===== src/hw/rtl/wfsp_pkg.sv =====
`default_nettype none
package wfsp_pkg;

	localparam int unsigned MAX_FRAME_BYTES = 4095;
	localparam int unsigned POS_W           = 12;

	localparam logic [7:0]       TYPE_MASK       = 8'h0C;
	localparam logic [7:0]       SUBTYPE_MASK    = 8'hF0;
	localparam logic [POS_W-1:0] BEACON_IE_START = POS_W'(36);
	localparam logic [POS_W-1:0] PROBE_IE_START  = POS_W'(24);
	localparam logic [POS_W-1:0] ADDR_FIRST      = POS_W'(10);
	localparam logic [POS_W-1:0] ADDR_LAST       = POS_W'(15);
	localparam logic [POS_W-1:0] SHORT_LEN       = POS_W'(16);
	localparam logic [1:0]       FTYPE_MGMT      = 2'd0;
	localparam logic [3:0]       SUBTYPE_BEACON  = 4'd8;
	localparam logic [3:0]       SUBTYPE_PROBE   = 4'd4;
	localparam logic [7:0]       EID_SSID        = 8'd0;
	localparam logic             KIND_SSID       = 1'b0;
	localparam logic             KIND_SUMMARY    = 1'b1;

	// result queue
	localparam int unsigned RES_DEPTH = 4;
	localparam int unsigned RES_PTR_W = 2;
	localparam int unsigned RES_CNT_W = 3;

	// element walk phase
	typedef enum logic [3:0] {
		PH_IDLE = 4'b0001,
		PH_ID   = 4'b0010,
		PH_LEN  = 4'b0100,
		PH_BODY = 4'b1000
	} phase_t;

	typedef struct packed {
		logic [7:0]        frame_byte;
		logic              first_byte;
		logic [11:0]       frame_length;
		logic signed [7:0] signal_strength;
		logic [3:0]        radio_channel;
	} in_item_t;

	typedef struct packed {
		logic              kind;
		logic [7:0]        ssid_byte;
		logic [1:0]        frame_type;
		logic [3:0]        frame_subtype;
		logic [47:0]       source_address;
		logic signed [7:0] rssi_out;
		logic [3:0]        channel_out;
		logic [7:0]        ssid_length;
		logic              ssid_present;
		logic              short_frame;
		logic              last_of_run;
	} res_t;

	typedef struct packed {
		logic [1:0] count;
		res_t       r0;
		res_t       r1;
	} res_pair_t;

endpackage
`default_nettype wire


===== src/hw/rtl/wfsp_parse.sv =====
`default_nettype none
module wfsp_parse import wfsp_pkg::*; (
	input  wire logic      clk,
	input  wire logic      arst_n,
	input  wire logic      advance,
	input  wire in_item_t  item,
	output      res_pair_t results
);

	logic [POS_W-1:0] pos_q, len_q, start_q;
	logic [1:0]       type_q;
	logic [3:0]       sub_q;
	logic [47:0]      addr_q;
	logic [7:0]       rssi_q;
	logic [3:0]       chan_q;
	phase_t           phase_q;
	logic             is_ssid_q, found_q, active_q;
	logic [7:0]       rem_q, count_q;

	logic [POS_W-1:0] pos_n, len_n, start_n, p;
	logic [1:0]       type_n;
	logic [3:0]       sub_n;
	logic [47:0]      addr_n;
	logic [7:0]       rssi_n;
	logic [3:0]       chan_n;
	phase_t           phase_n;
	logic             is_ssid_n, found_n, active_n;
	logic [7:0]       rem_n, count_n, b, tmask, smask;
	logic [POS_W:0]   need_w;
	logic             emit_ssid, emit_sum, is_short;
	res_t             ssid_r, sum_r;

	assign b     = item.frame_byte;
	assign tmask = b & TYPE_MASK;
	assign smask = b & SUBTYPE_MASK;

	always_comb begin
		pos_n     = pos_q;
		len_n     = len_q;
		start_n   = start_q;
		type_n    = type_q;
		sub_n     = sub_q;
		addr_n    = addr_q;
		rssi_n    = rssi_q;
		chan_n    = chan_q;
		phase_n   = phase_q;
		is_ssid_n = is_ssid_q;
		found_n   = found_q;
		active_n  = active_q;
		rem_n     = rem_q;
		count_n   = count_q;
		p         = pos_q;
		need_w    = '0;
		emit_ssid = 1'b0;
		emit_sum  = 1'b0;

		// open a new frame: capture side info and drop any open one
		if (item.first_byte) begin
			if (32'(item.frame_length) > MAX_FRAME_BYTES) begin
				len_n = POS_W'(MAX_FRAME_BYTES);
			end else begin
				len_n = POS_W'(item.frame_length);
			end
			rssi_n    = item.signal_strength;
			chan_n    = item.radio_channel;
			p         = '0;
			addr_n    = '0;
			found_n   = 1'b0;
			count_n   = '0;
			is_ssid_n = 1'b0;
			rem_n     = '0;
			phase_n   = PH_IDLE;
			start_n   = '0;
			active_n  = 1'b1;
			type_n    = tmask[3:2];
			sub_n     = smask[7:4];
			if (type_n == FTYPE_MGMT &&
			    (sub_n == SUBTYPE_BEACON || sub_n == SUBTYPE_PROBE)) begin
				start_n = (sub_n == SUBTYPE_BEACON) ? BEACON_IE_START : PROBE_IE_START;
				phase_n = PH_ID;
			end
		end

		if (item.first_byte || active_q) begin
			if (p >= ADDR_FIRST && p <= ADDR_LAST) begin
				addr_n = {addr_n[39:0], b};
			end

			case (phase_n)
				PH_ID: begin
					if (p == start_n) begin
						is_ssid_n = (b == EID_SSID);
						phase_n   = PH_LEN;
					end
				end
				PH_LEN: begin
					need_w = {1'b0, start_n} + (POS_W+1)'(2) + (POS_W+1)'(b);
					if (need_w > {1'b0, len_n}) begin
						phase_n = PH_IDLE;
					end else if (is_ssid_n) begin
						found_n = 1'b1;
						count_n = b;
						rem_n   = b;
						phase_n = (b != 8'd0) ? PH_BODY : PH_IDLE;
					end else if (b == 8'd0) begin
						start_n = start_n + POS_W'(2);
						phase_n = PH_ID;
					end else begin
						rem_n   = b;
						phase_n = PH_BODY;
					end
				end
				PH_BODY: begin
					rem_n     = rem_n - 8'd1;
					emit_ssid = is_ssid_n;
					if (rem_n == 8'd0) begin
						if (is_ssid_n) begin
							phase_n = PH_IDLE;
						end else begin
							start_n = p + POS_W'(1);
							phase_n = PH_ID;
						end
					end
				end
				default: begin
				end
			endcase

			if ({1'b0, p} + (POS_W+1)'(1) >= {1'b0, len_n}) begin
				emit_sum = 1'b1;
				active_n = 1'b0;
				phase_n  = PH_IDLE;
			end

			pos_n = p + POS_W'(1);
		end
	end

	assign is_short = len_n < SHORT_LEN;

	always_comb begin
		ssid_r             = '0;
		ssid_r.kind        = KIND_SSID;
		ssid_r.ssid_byte   = b;
		ssid_r.last_of_run = !emit_sum;

		sum_r                = '0;
		sum_r.kind           = KIND_SUMMARY;
		sum_r.frame_type     = type_n;
		sum_r.frame_subtype  = sub_n;
		sum_r.source_address = is_short ? 48'd0 : addr_n;
		sum_r.rssi_out       = rssi_n;
		sum_r.channel_out    = chan_n;
		sum_r.ssid_length    = found_n ? count_n : 8'd0;
		sum_r.ssid_present   = found_n && (count_n != 8'd0);
		sum_r.short_frame    = is_short;
		sum_r.last_of_run    = 1'b1;

		results       = '0;
		results.count = {1'b0, emit_ssid} + {1'b0, emit_sum};
		results.r0    = emit_ssid ? ssid_r : sum_r;
		results.r1    = sum_r;
		if (!advance) begin
			results.count = '0;
		end
	end

	always_ff @(posedge clk or negedge arst_n) begin
		if (!arst_n) begin
			pos_q     <= '0;
			len_q     <= '0;
			start_q   <= '0;
			type_q    <= '0;
			sub_q     <= '0;
			addr_q    <= '0;
			rssi_q    <= '0;
			chan_q    <= '0;
			phase_q   <= PH_IDLE;
			is_ssid_q <= 1'b0;
			found_q   <= 1'b0;
			active_q  <= 1'b0;
			rem_q     <= '0;
			count_q   <= '0;
		end else if (advance) begin
			pos_q     <= pos_n;
			len_q     <= len_n;
			start_q   <= start_n;
			type_q    <= type_n;
			sub_q     <= sub_n;
			addr_q    <= addr_n;
			rssi_q    <= rssi_n;
			chan_q    <= chan_n;
			phase_q   <= phase_n;
			is_ssid_q <= is_ssid_n;
			found_q   <= found_n;
			active_q  <= active_n;
			rem_q     <= rem_n;
			count_q   <= count_n;
		end
	end

endmodule
`default_nettype wire


===== src/hw/rtl/wfsp_res_fifo.sv =====
`default_nettype none
module wfsp_res_fifo import wfsp_pkg::*; (
	input  wire logic      clk,
	input  wire logic      arst_n,
	input  wire res_pair_t push,
	output      logic      room2,
	output      logic      out_valid,
	input  wire logic      out_ready,
	output      res_t      out_res
);

	res_t                 mem_q [RES_DEPTH];
	logic [RES_PTR_W-1:0] wr_q, rd_q;
	logic [RES_CNT_W-1:0] cnt_q;
	logic                 pop;

	assign out_valid = cnt_q != '0;
	assign out_res   = mem_q[rd_q];
	assign pop       = out_valid && out_ready;
	// room for a full pair of results, so a push never overflows the queue
	assign room2     = cnt_q <= RES_CNT_W'(RES_DEPTH - 2);

	always_ff @(posedge clk) begin
		if (push.count != 2'd0) begin
			mem_q[wr_q] <= push.r0;
		end
		if (push.count == 2'd2) begin
			mem_q[wr_q + RES_PTR_W'(1)] <= push.r1;
		end
	end

	always_ff @(posedge clk or negedge arst_n) begin
		if (!arst_n) begin
			wr_q  <= '0;
			rd_q  <= '0;
			cnt_q <= '0;
		end else begin
			wr_q  <= wr_q + RES_PTR_W'(push.count);
			rd_q  <= rd_q + RES_PTR_W'(pop);
			cnt_q <= cnt_q + RES_CNT_W'(push.count) - RES_CNT_W'(pop);
		end
	end

endmodule
`default_nettype wire


===== src/hw/rtl/wlan_frame_ssid_parser_core.sv =====
// 802.11 frame SSID parser.
// Input channel s_*: one received frame byte per request. s_tuser flags byte 0
// of a frame; length, RSSI and channel in s_tdata are sampled with that byte.
// Output channel m_*: SSID bytes of the first fitting SSID element as they
// arrive (m_tuser = 0), then an end-of-frame summary (m_tuser = 1) on the
// frame's last byte. m_tlast marks the final result caused by one input byte.
// Path: an accepted byte sits in the input register, is parsed and queued
// once the queue has room for a pair, and then shows on m_tvalid.
// Throughput: one byte per cycle while the queue can take a pair; the parse
// is one short pass from the input register into a four-entry result queue.
// A byte with two results (last SSID byte on last frame byte) fills two entries.
// Stall: when m_tready is low the queue fills; s_tready drops once the queue
// can no longer take a full pair of results, and the held byte waits.
// Reset: empties the queue and the input register and clears all parse state;
// no frame is open, and bytes without a first-byte flag are consumed silently.
`default_nettype none
module wlan_frame_ssid_parser_core import wfsp_pkg::*; (
	input  wire logic        clk,
	input  wire logic        arst_n,
	input  wire logic        s_tvalid,
	output      logic        s_tready,
	// frame_byte[7:0], frame_length[19:8], signal_strength[27:20], radio_channel[31:28]
	input  wire logic [31:0] s_tdata,
	// first_byte
	input  wire logic        s_tuser,
	output      logic        m_tvalid,
	input  wire logic        m_tready,
	// ssid_byte[7:0], frame_type[9:8], frame_subtype[13:10], source_address[61:14],
	// rssi_out[69:62], channel_out[73:70], ssid_length[81:74], ssid_present[82],
	// short_frame[83], zero[87:84]
	output      logic [87:0] m_tdata,
	// kind
	output      logic        m_tuser,
	// last_of_run
	output      logic        m_tlast
);

	in_item_t  item_s1;
	logic      valid_s1;
	logic      room2;
	logic      advance;
	res_pair_t results;
	res_t      out_res;

	// the held byte moves into the parser whenever the queue can take a pair
	assign advance  = valid_s1 && room2;
	assign s_tready = !valid_s1 || room2;

	always_ff @(posedge clk or negedge arst_n) begin
		if (!arst_n) begin
			valid_s1 <= 1'b0;
		end else if (s_tvalid && s_tready) begin
			valid_s1 <= 1'b1;
		end else if (advance) begin
			valid_s1 <= 1'b0;
		end
	end

	// capture the request payload
	always_ff @(posedge clk) begin
		if (s_tvalid && s_tready) begin
			item_s1.frame_byte      <= s_tdata[7:0];
			item_s1.frame_length    <= s_tdata[19:8];
			item_s1.signal_strength <= s_tdata[27:20];
			item_s1.radio_channel   <= s_tdata[31:28];
			item_s1.first_byte      <= s_tuser;
		end
	end

	wfsp_parse u_parse (
		.clk     (clk),
		.arst_n  (arst_n),
		.advance (advance),
		.item    (item_s1),
		.results (results)
	);

	wfsp_res_fifo u_res_fifo (
		.clk       (clk),
		.arst_n    (arst_n),
		.push      (results),
		.room2     (room2),
		.out_valid (m_tvalid),
		.out_ready (m_tready),
		.out_res   (out_res)
	);

	// pack the result fields, listed from the highest bits down
	assign m_tdata = {4'd0,
	                  out_res.short_frame,
	                  out_res.ssid_present,
	                  out_res.ssid_length,
	                  out_res.channel_out,
	                  out_res.rssi_out,
	                  out_res.source_address,
	                  out_res.frame_subtype,
	                  out_res.frame_type,
	                  out_res.ssid_byte};
	assign m_tuser = out_res.kind;
	assign m_tlast = out_res.last_of_run;

endmodule
`default_nettype wire

===== config.mk =====
export PLATFORM = sky130hd
export DESIGN_NAME = wlan_frame_ssid_parser_core
export DESIGN_NICKNAME = d
export VERILOG_FILES = /design/src/hw/rtl/wfsp_pkg.sv /design/src/hw/rtl/wfsp_parse.sv /design/src/hw/rtl/wfsp_res_fifo.sv /design/src/hw/rtl/wlan_frame_ssid_parser_core.sv
export SDC_FILE = /design/constraint.sdc
export NUM_CORES = 1
export LEC_CHECK = 0
export ABC_AREA = 1
export BUFFER_PORTS_ARGS = -buffer_cell sky130_fd_sc_hd__buf_2
export CAP_MARGIN = 5
export CORE_MARGIN = 2
export CORE_UTILIZATION = 45
export CTS_BUF_LIST = sky130_fd_sc_hd__clkbuf_2
export DETAILED_ROUTE_END_ITERATION = 6
export PLACE_DENSITY = 0.66
export SLEW_MARGIN = 20
export SYNTH_ARGS = -nofsm -noshare
export SYNTH_HDL_FRONTEND = slang
export SYNTH_SLANG_ARGS = --single-unit

===== constraint.sdc =====
create_clock -name clk -period 7.6 [get_ports clk]
set_input_delay 0.38 -clock clk [delete_from_list [all_inputs] [get_ports clk]]
set_output_delay 0.38 -clock clk [all_outputs]
set_load 0.02 [all_outputs]

== Word-level counts from Yosys, hierarchy flattened ==
Memory sizes are Yosys's and may differ from the RTL's.
Cells that the tools add are included.
Word-level totals
  output and inout bits: 92
  memory bits (writable): 344
  input port bits: 37
  bits in registers: 166
  memories kept: 1
  logic and storage cells: 137
Memories
  u_res_fifo.mem_q: depth 4, bits a word 86, read ports 1, clocked after memory_dff 0, wr ports 2, line wfsp_res_fifo.sv:12  | res_t mem_q [RES_DEPTH];
Operators by class
  $lt $le $gt $ge: 6
  equality and inequality tests: 7
  reduce and logical (&&, ||, !) cells: 20
  add/subtract/negate cells: 12
  multiplexer cells: 68
Operator list (count)
  $mux W48: 4
  $mux W12: 10
  $mux W8: 12
  $mux W86: 1
  $mux W4: 11
  $pmux W12 S2: 1
  $mux W1: 22
  $logic_not A8 Y1: 2
  $pmux W8 S2: 1
  $reduce_bool A8 Y1: 2
  $add A12 B1 Y13 const B: 1
  $add A12 B2 Y13 const B: 1
  $add A13 B8 Y13: 1
  $ge A13 B12 Y1: 1
  $gt A13 B12 Y1: 1
  $add A12 B1 Y12 const B: 1
  $add A12 B2 Y12 const B: 1
  $eq A12 B12 Y1: 1
  $ge A12 B4 Y1 const B: 1
  $le A12 B4 Y1 const B: 1
  $lt A12 B5 Y1 const B: 1
  $pmux W4 S3: 1
  $eq A4 B3 Y1 const B: 2
  $eq A4 B4 Y1 const B: 2
  19 further kinds: 31

== Depth between registers and ports, before layout ==
Gate-level depths: netlist (run 1).
  depth after elaboration: 14
  gate-level depth with buffers: 36
  mapped depth without buffers: 34

== Cells and area by module ==
From an unflattened synthesis (run 1), not the netlist that was laid out.
Unflattened totals
  cells, all modules: 3332
  area, all modules: 28248.3 um^2
Modules (own cells, without submodules)
  wfsp_res_fifo: area each 17199.0 um^2, cells an instance 1830, sequential area each 10505.1 um^2, times used 1
  wfsp_parse: area each 9972.1 um^2, cells an instance 1456, sequential area each 3129.3 um^2, times used 1
  wlan_frame_ssid_parser_core: area each 1077.3 um^2, cells an instance 46, sequential area each 1016.0 um^2, times used 1

== Worst setup path after synthesis (run 1) ==
OpenSTA, ideal clock, no wires.
  path type: flip-flop to flip-flop
  start point: register item_s1[24] (netlist name)
  end point: memory u_res_fifo.mem_q[2][65] (netlist name), data pin
  required time: 7460 ps
  buffers on the path: 4
  clock period less this slack: 6120 ps
  stages on the path, launching flop included: 37
  arrival time: 5981 ps
  library setup time: 140 ps
  setup slack: 1480 ps
  cell sequence: edfxtp_1 > buf_6 > inv_6 > buf_2 > nand2_1 > inv_1 > ha_1 > inv_1 > nor2_2 > inv_2 > nor2_1 > nand3_1 > nor2_1 > nand2_1 > o21ai_1 > nand2_1 > inv_1 > ha_1 > a21oi_1 > o211ai_1 > a21oi_1 > nand2_1 > nor2_1 > inv_1 > nand2_1 > inv_1 > ha_1 > inv_1 > nor2_1 > nor2_1 > inv_1 > nand2_1 > nand2_1 > nand2_2 > buf_6 > buf_2 > nor2_1
RTL lines
  start: declaration: line wlan_frame_ssid_parser_core.sv:38  | in_item_t item_s1;
  end: declaration: line wfsp_res_fifo.sv:12

==> results by group, run 1 <==
Flow run
  • Max-cap violations: 0

Floorplanning
  • Starting Density: 0.455
  • Die W: 240 um
  • Die H: 240 um
  • Cell Rows: 86
  • Ports: 129
  • Die ar.: 57600 sq um
  • CORE AREA: 55100 sq um

Yosys
  • Synthesized area: 25100 sq um
  • Synth Area in Compound Gates: 0.126
  • Sequential element share of the synthesized area: 0.569
  • FF+latch count, synth: 510
  • Synth area leader: edfxtp_1
  • Synth Area in Adders: 0.0271
  • Post-synth EDFFs: 337
  • Yosys top cell area share: 0.404
  • Synth unique cells: 54
  • Main combinational cell family by area after synthesis: simple AND/OR/NAND/NOR gates
  • Async SR Flop Fraction: 0.261
  • Post-synthesis mux area share: 0.00919
  • Gate Count Post-Synth: 2825
  • Simple-gate share of the synthesized area: 0.202
  • Synth warn: 0
  • Synth top area cells: edfxtp_1, dfrtp_1, nor2_1
  • Top_reg_cell synth: edfxtp_1
  • Synth Area in XOR/XNOR: 0.00769
  • Mapped Avg Cell Area: 8.87 sq um

Power
  • Pwr dens: 323 nW/um^2
  • Leak Pwr: 0.0113 uW
  • Peak VDD IR: 198 uV

Global routing
  • First-pass GRT wire length: 111000 um
  • Largest net degree at the start of global routing: 113
  • Initial antenna violation count: 2
  • GRT Residual Overflow: 0
  • Gr usage total: 0.249
  • Vias in the first global route: 21100

Clock tree
  • Post-CTS setup buffer count: 0
  • CTS tree: yes
  • Root Buffer: clkbuf_2
  • Clk pin slew, worst setup/hold paths: 120 ps
  • CTS H-tree lvls: 4
  • CTS max path bufs: 3
  • Num CTS Buffers: 134
  • Clk_lat worst skew: 1320 ps
  • CTS Sinks: 510
  • Cts repair resizes: 0

Critical path
  • Setup Crit Path Kind: reg2reg
  • Crit path from: item_s1[24]
  • Critical path's slowest cell: nor2_1
  • Worst Setup End Kind: register
  • CP arrival: 7740 ps
  • R2r startpoint: item_s1[24]
  • Slowest stage delay, CP: 600 ps
  • R2r worst-path depth: 33
  • Setup crit start kind: register
  • Critical R2R Capture: u_res_fifo.mem_q[3][14]
  • Critical-path maximum fanout: 77
  • Critical path data required time: 8700 ps
  • Register-to-register setup slack: 960 ps

Timing
  • Final hold violation count: 0
  • F_max: 151 MHz
  • Unrepaired setup endpoints after global routing: false
  • Slew Limit Fails: 0
  • Fin crit period: 6640 ps
  • Slew at the pin closest to its max-slew limit: 1110 ps
  • Final Cycle Share: 0.874
  • Fin worst setup slack: 961 ps
  • TNS Setup: 0 ps
  • Setup Skew: 79.0 ps
  • WHS: 152 ps
  • Setup-failing EPs final: 0
  • Rel. slew slack: 0.262

Outcome
  • Status: completed

Place
  • Placed cell count: 3563
  • Port Buf Inserts: 124
  • Detail Placement HPWL: 42000 um
  • Pre-CTS WS: 1110 ps
  • Routability cong.: 0.927

Detailed routing
  • DRC errors left: 0
  • Wire per inst: 18.2 um
  • Routed WL: 70700 um
  • DRT antenna net count: 0
  • Drt via density: 5.44
  • Drt first pass iters: 6
  • Initial detailed-routing violation count: 1875
  • Via total after detailed routing: 21100

Cells and area
  • Layout Utilization: 0.512
  • Fill cells: 5169
  • Nets: 3113
  • Commonest non-fill, non-tap cell in the layout: nor2_1
  • Most frequent cells in the layout: nor2_1, nand2_1, o21ai_0, edfxtp_1, clkbuf_2
  • Area Overhead vs Synth: 12.6%
  • Layout cells sized above 1: 0.134
  • Fin cells: 3879

Worst hold path
  • Worst hold path class: in2reg
  • HP Start: m_tready
  • WHS Path Cells: 4
  • Worst Hold Path EP: u_res_fifo.rd_q[0]
## sequential cells by signal (all words and copies together) (netlist names), 8 cells and up
| name | count |
|---|---|
| u_parse.start_q | 12 |
| u_parse.rem_q | 8 |
| item_s1 | 33 |
| u_parse.count_q | 8 |
| u_parse.rssi_q | 8 |
| u_parse.pos_q | 12 |
| u_res_fifo.mem_q | 344 |
| u_parse.addr_q | 48 |
| u_parse.len_q | 12 |
## metal layers
layer / GRT usage / wire length, um / up-vias
met2: 0.412 / 34300 / 842
met1: 0.318 / 29200 / 10100
met5: 0 / 0 / -
met4: 0.0992 / 1990 / 0
li1: - / - / 9966
met3: 0.0538 / 5150 / 136
## metrics by stage
stage	cell area [sq um]	power (uW)
2_1_floorplan	25100	5950
3_3_place_gp	26200	7040
3_5_place_dp	26200	7130
4_1_cts	28200	9150
5_1_grt	28200	9710
6_report	28200	9110
## final cells by class
cell class,count,area (sq um),share of cell area
Clock inverter,41,272,0.00962
Timing Repair Buffer,225,1640,0.0580
Sequential cell,510,14300,0.505
Multi-Input combinational cell,1964,9390,0.333
Tap cell,748,936,0.0332
Antenna cell,5,12.5,0.000444
Inverter,188,716,0.0254
Clock buffer,198,991,0.0351
## what timing repair did
item,CTS,global route
endpoints found under the setup margin,0,0
hold buffers,72,0
endpoints found under the hold margin,204,0
## cells in the mapped netlist (7+ instances only)
library cell / count
a21oi_1: 92
buf_1: 9
buf_2: 27
buf_4: 10
buf_6: 10
clkbuf_1: 110
dfrtp_1: 132
dfxtp_1: 40
edfxtp_1: 337
ha_1: 51
inv_1: 171
inv_2: 12
mux2i_1: 23
nand2_1: 504
nand2_2: 10
nand3_1: 64
nand4_1: 18
nor2_1: 627
nor2_2: 7
nor3_1: 8
o21ai_0: 358
o21ai_1: 33
o22ai_1: 94
xor2_1: 17
## worst max-delay path by stage
| stage | end | slack [ps] |
|---|---|---|
| finish | u_res_fifo.mem_q[3][14] | 960 |
| global route | u_res_fifo.mem_q[3][12] | 250 |
| CTS | u_res_fifo.mem_q[3][14] | 1010 |
| detailed placement | u_res_fifo.mem_q[3][34] | 1110 |
| global placement | u_res_fifo.mem_q[3][9] | 1290 |
| floorplan | u_res_fifo.mem_q[2][65] | 1480 |
## cells by family (layout without fill, tap and decap cells)
family | count (synthesis) | after routing
AOI/OAI and AO/OA | 596 | 596
buffers and inverters | 354 | 652
DFF | 510 | 510
adders and majority gates | 53 | 53
xor gates and xnor gates | 22 | 22
muxes | 23 | 23
other | 1 | 9
and+or+nand+nor | 1266 | 1266
## worst max-delay path, delay by kind of cell, from the launching register on
family          cells  cell delay, ps
buf+inv            10            1650
simple gates       16            2980
compound gates      4             530
fa+ha+maj           3             720
flops               1             460
## report_power, final
group	total [uW]	leakage [uW]	switching [uW]	internal, uW
combinational	3730	0.00524	2650	1080
sequential	3380	0.00511	207	3180
clock	2000	0.000952	1160	833
total	9110	0.0113	4020	5090
Power figures use the tool's default switching activity.
==> run 2: changes to the inputs <==
PLACE_DENSITY = 0.68   (was 0.66)
clock period = 6.1 ns   (was 7.6 ns; I/O delays follow)
==> results by group, run 2 (synthesis gave the netlist of run 1 again) <==
Cells and area
  • Commonest non-fill, non-tap cell in the layout: nor2_1
  • Largest register by flop count: u_res_fifo.mem_q
  • Most frequent cells in the layout: nor2_1, nand2_1, o21ai_0, edfxtp_1, clkbuf_2
  • Area Overhead vs Synth: 14.2%
  • Fin cells: 3901 (+0.57%)
  • Layout Utilization: 0.519 (+0.00729)
  • Max reg flops: 344 (unchanged)
  • Layout cells sized above 1: 0.141 (+0.00755)
  • Nets: 3139 (+0.84%)
  • Regs by FF count: u_res_fifo.mem_q: 344 flops, u_parse.addr_q: 48 flops, item_s1: 33 flops

Timing
  • Unrepaired setup endpoints after global routing: false
  • WHS: 199 ps (+47.1 ps)
  • Slew at the pin closest to its max-slew limit: 1090 ps (-22.1 ps)
  • Slew Limit Fails: 0 (unchanged)
  • Rel. slew slack: 0.276 (+0.0147)
  • TNS Setup: 0 ps (unchanged)
  • Setup-failing EPs final: 0 (unchanged)
  • F_max: 181 MHz (+20%)
  • Setup Skew: 100 ps (+21.0 ps)
  • Fin crit period: 5540 ps (-1100 ps)
  • Final hold violation count: 0 (unchanged)
  • Final Cycle Share: 0.908 (+0.0345)

Global routing
  • GRT Residual Overflow: 0 (unchanged)
  • Largest net degree at the start of global routing: 94 (-17%)
  • First-pass GRT wire length: 114000 um (+2.8%)
  • Initial antenna violation count: 3 (+1)
  • Vias in the first global route: 21000 (-0.83%)
  • Gr usage total: 0.258 (+0.00907)

Clock tree
  • CTS Sinks: 510 (unchanged)
  • CTS H-tree lvls: 4 (unchanged)
  • Num CTS Buffers: 135 (+0.75%)
  • Clk pin slew, worst setup/hold paths: 120 ps (about the same)
  • Root Buffer: clkbuf_2
  • CTS max path bufs: 3 (unchanged)
  • Clk_lat worst skew: 1340 ps (+20 ps)
  • CTS tree: yes

Detailed routing
  • Wire per inst: 18.8 um (+2.9%)
  • DRC errors left: 0 (unchanged)
  • Routed WL: 73200 um (+3.5%)
  • DRT antenna net count: 0 (unchanged)
  • Via total after detailed routing: 21000 (-0.22%)
  • Met2 wire length: 35700 um (+4.1%)
  • Drt via density: 5.39 (-0.79%)
  • Routed wl met3: 4740 um (-7.9%)
  • Metal-1 WL: 30500 um (+4.3%)
  • Initial detailed-routing violation count: 1785 (-4.8%)
  • Drt first pass iters: 5 (-1)
  • DR top layer: met5

Floorplanning
  • Die W: 240 um (unchanged)
  • Cell Rows: 86 (unchanged)
  • Die ar.: 57600 sq um (unchanged)
  • Ports: 129 (unchanged)
  • Die H: 240 um (unchanged)
  • Starting Density: 0.455 (unchanged)
  • CORE AREA: 55100 sq um (unchanged)

Critical path
  • Slowest stage delay, CP: 700 ps (+100 ps)
  • Cell family with most CP delay: simple AND/OR/NAND/NOR gates
  • R2r worst-path depth: 32 (-3.0%)
  • WP buf/inv: 6 (-4)
  • Critical path's slowest cell: edfxtp_1
  • R2r startpoint: item_s1[29]
  • Critical path data required time: 7350 ps (-1350 ps)
  • Critical R2R Capture: u_parse.start_q[10]
  • Worst Setup End Kind: register
  • Critical-path maximum fanout: 11 (-86%)
  • CP arrival: 6790 ps (-950 ps)
  • Setup Crit Path Kind: reg2reg
  • Setup crit start kind: register
  • Register-to-register setup slack: 560 ps (-400 ps)
  • Crit path top cell by count: nand2_1

Flow run
  • Max-cap violations: 0 (unchanged)

Place
  • Port Buf Inserts: 124 (unchanged)
  • Routability cong.: 0.924 (-0.30%)
  • Placed cell count: 3584 (+0.59%)
  • Detail Placement HPWL: 44000 um (+4.7%)

Power
  • Leak Pwr: 0.0115 uW (+1.6%)
  • Peak VDD IR: 266 uV (+34%)
  • Overall Power: 11600 uW (+27%)
  • Pwr dens: 405 nW/um^2 (+25%)

Outcome
  • Status: completed

Worst hold path
  • Worst hold path class: in2async
[run 2: changes by cell type in the layout (fill, tap and decap cells not counted), sizes merged]
cell         delta
clkinv          -3
inv             -1
diode           -2
bufinv          +3
clkinvlp        +3
clkbuf          -3
buf            +24
dlygate4sd3     +1
[run 2: worst register-to-register path: cells and delay by family (launching register included)]
family | cells | cell delay (ps)
fa+ha+maj | 3 | 1030
xor+xnor | 1 | 160
buf+inv | 6 | 890
compound gates | 7 | 980
flops | 1 | 700
simple gates | 15 | 1720
[run 2: layer usage]
layer | GRT usage | vias to the layer above
met5 | 0 | -
met4 | 0.106 | 2
met3 | 0.0534 | 146
met2 | 0.434 | 781
met1 | 0.324 | 10100
li1 | - | 10000
[run 2: through the flow]
step | setup slack, ps | area, sq um
floorplan | 341 | 25100
global placement | 378 | 26500
detailed placement | 423 | 26500
CTS | 412 | 28600
global route | 61.5 | 28600
finish | 561 | 28600
[run 2: area by class of cell]
| type | count | area [sq um] |
|---|---|---|
| diodes | 3 | 7.51 |
| multi-input cells | 1964 | 9390 |
| fillers | 5154 | 26500 |
| well taps | 748 | 936 |
| clock inverters | 43 | 365 |
| clock buffers | 195 | 976 |
| inverters | 188 | 719 |
| flip-flops and latches | 510 | 14300 |
| repair buffers | 250 | 1960 |
[run 2: how the worst max path moves through the flow]
stage / startpoint / endpoint / slack [ps] / cells after the start
after CTS: item_s1[32] / u_parse.start_q[10] / 410 / 33
after detailed placement: item_s1[32] / u_parse.start_q[10] / 420 / 33
after floorplan: item_s1[24] / u_res_fifo.mem_q[0][10] / 340 / 31
after global routing: item_s1[29] / u_parse.start_q[10] / 60 / 32
after global placement: item_s1[32] / u_parse.start_q[10] / 380 / 33
final: item_s1[29] / u_parse.start_q[10] / 560 / 32
[run 2: power breakdown]
group          internal, uW  switching, uW
combinational          1410           3370
sequential             3960            242
clock                  1160           1460
total                  6520           5070
[run 2: repair_timing]
item | CTS | global route
endpoints found under the hold margin | 204 | 0
resized for setup | 0 | 1
hold buffers | 73 | 0
buffers inserted | 0 | 3
endpoints found under the setup margin | 0 | 44
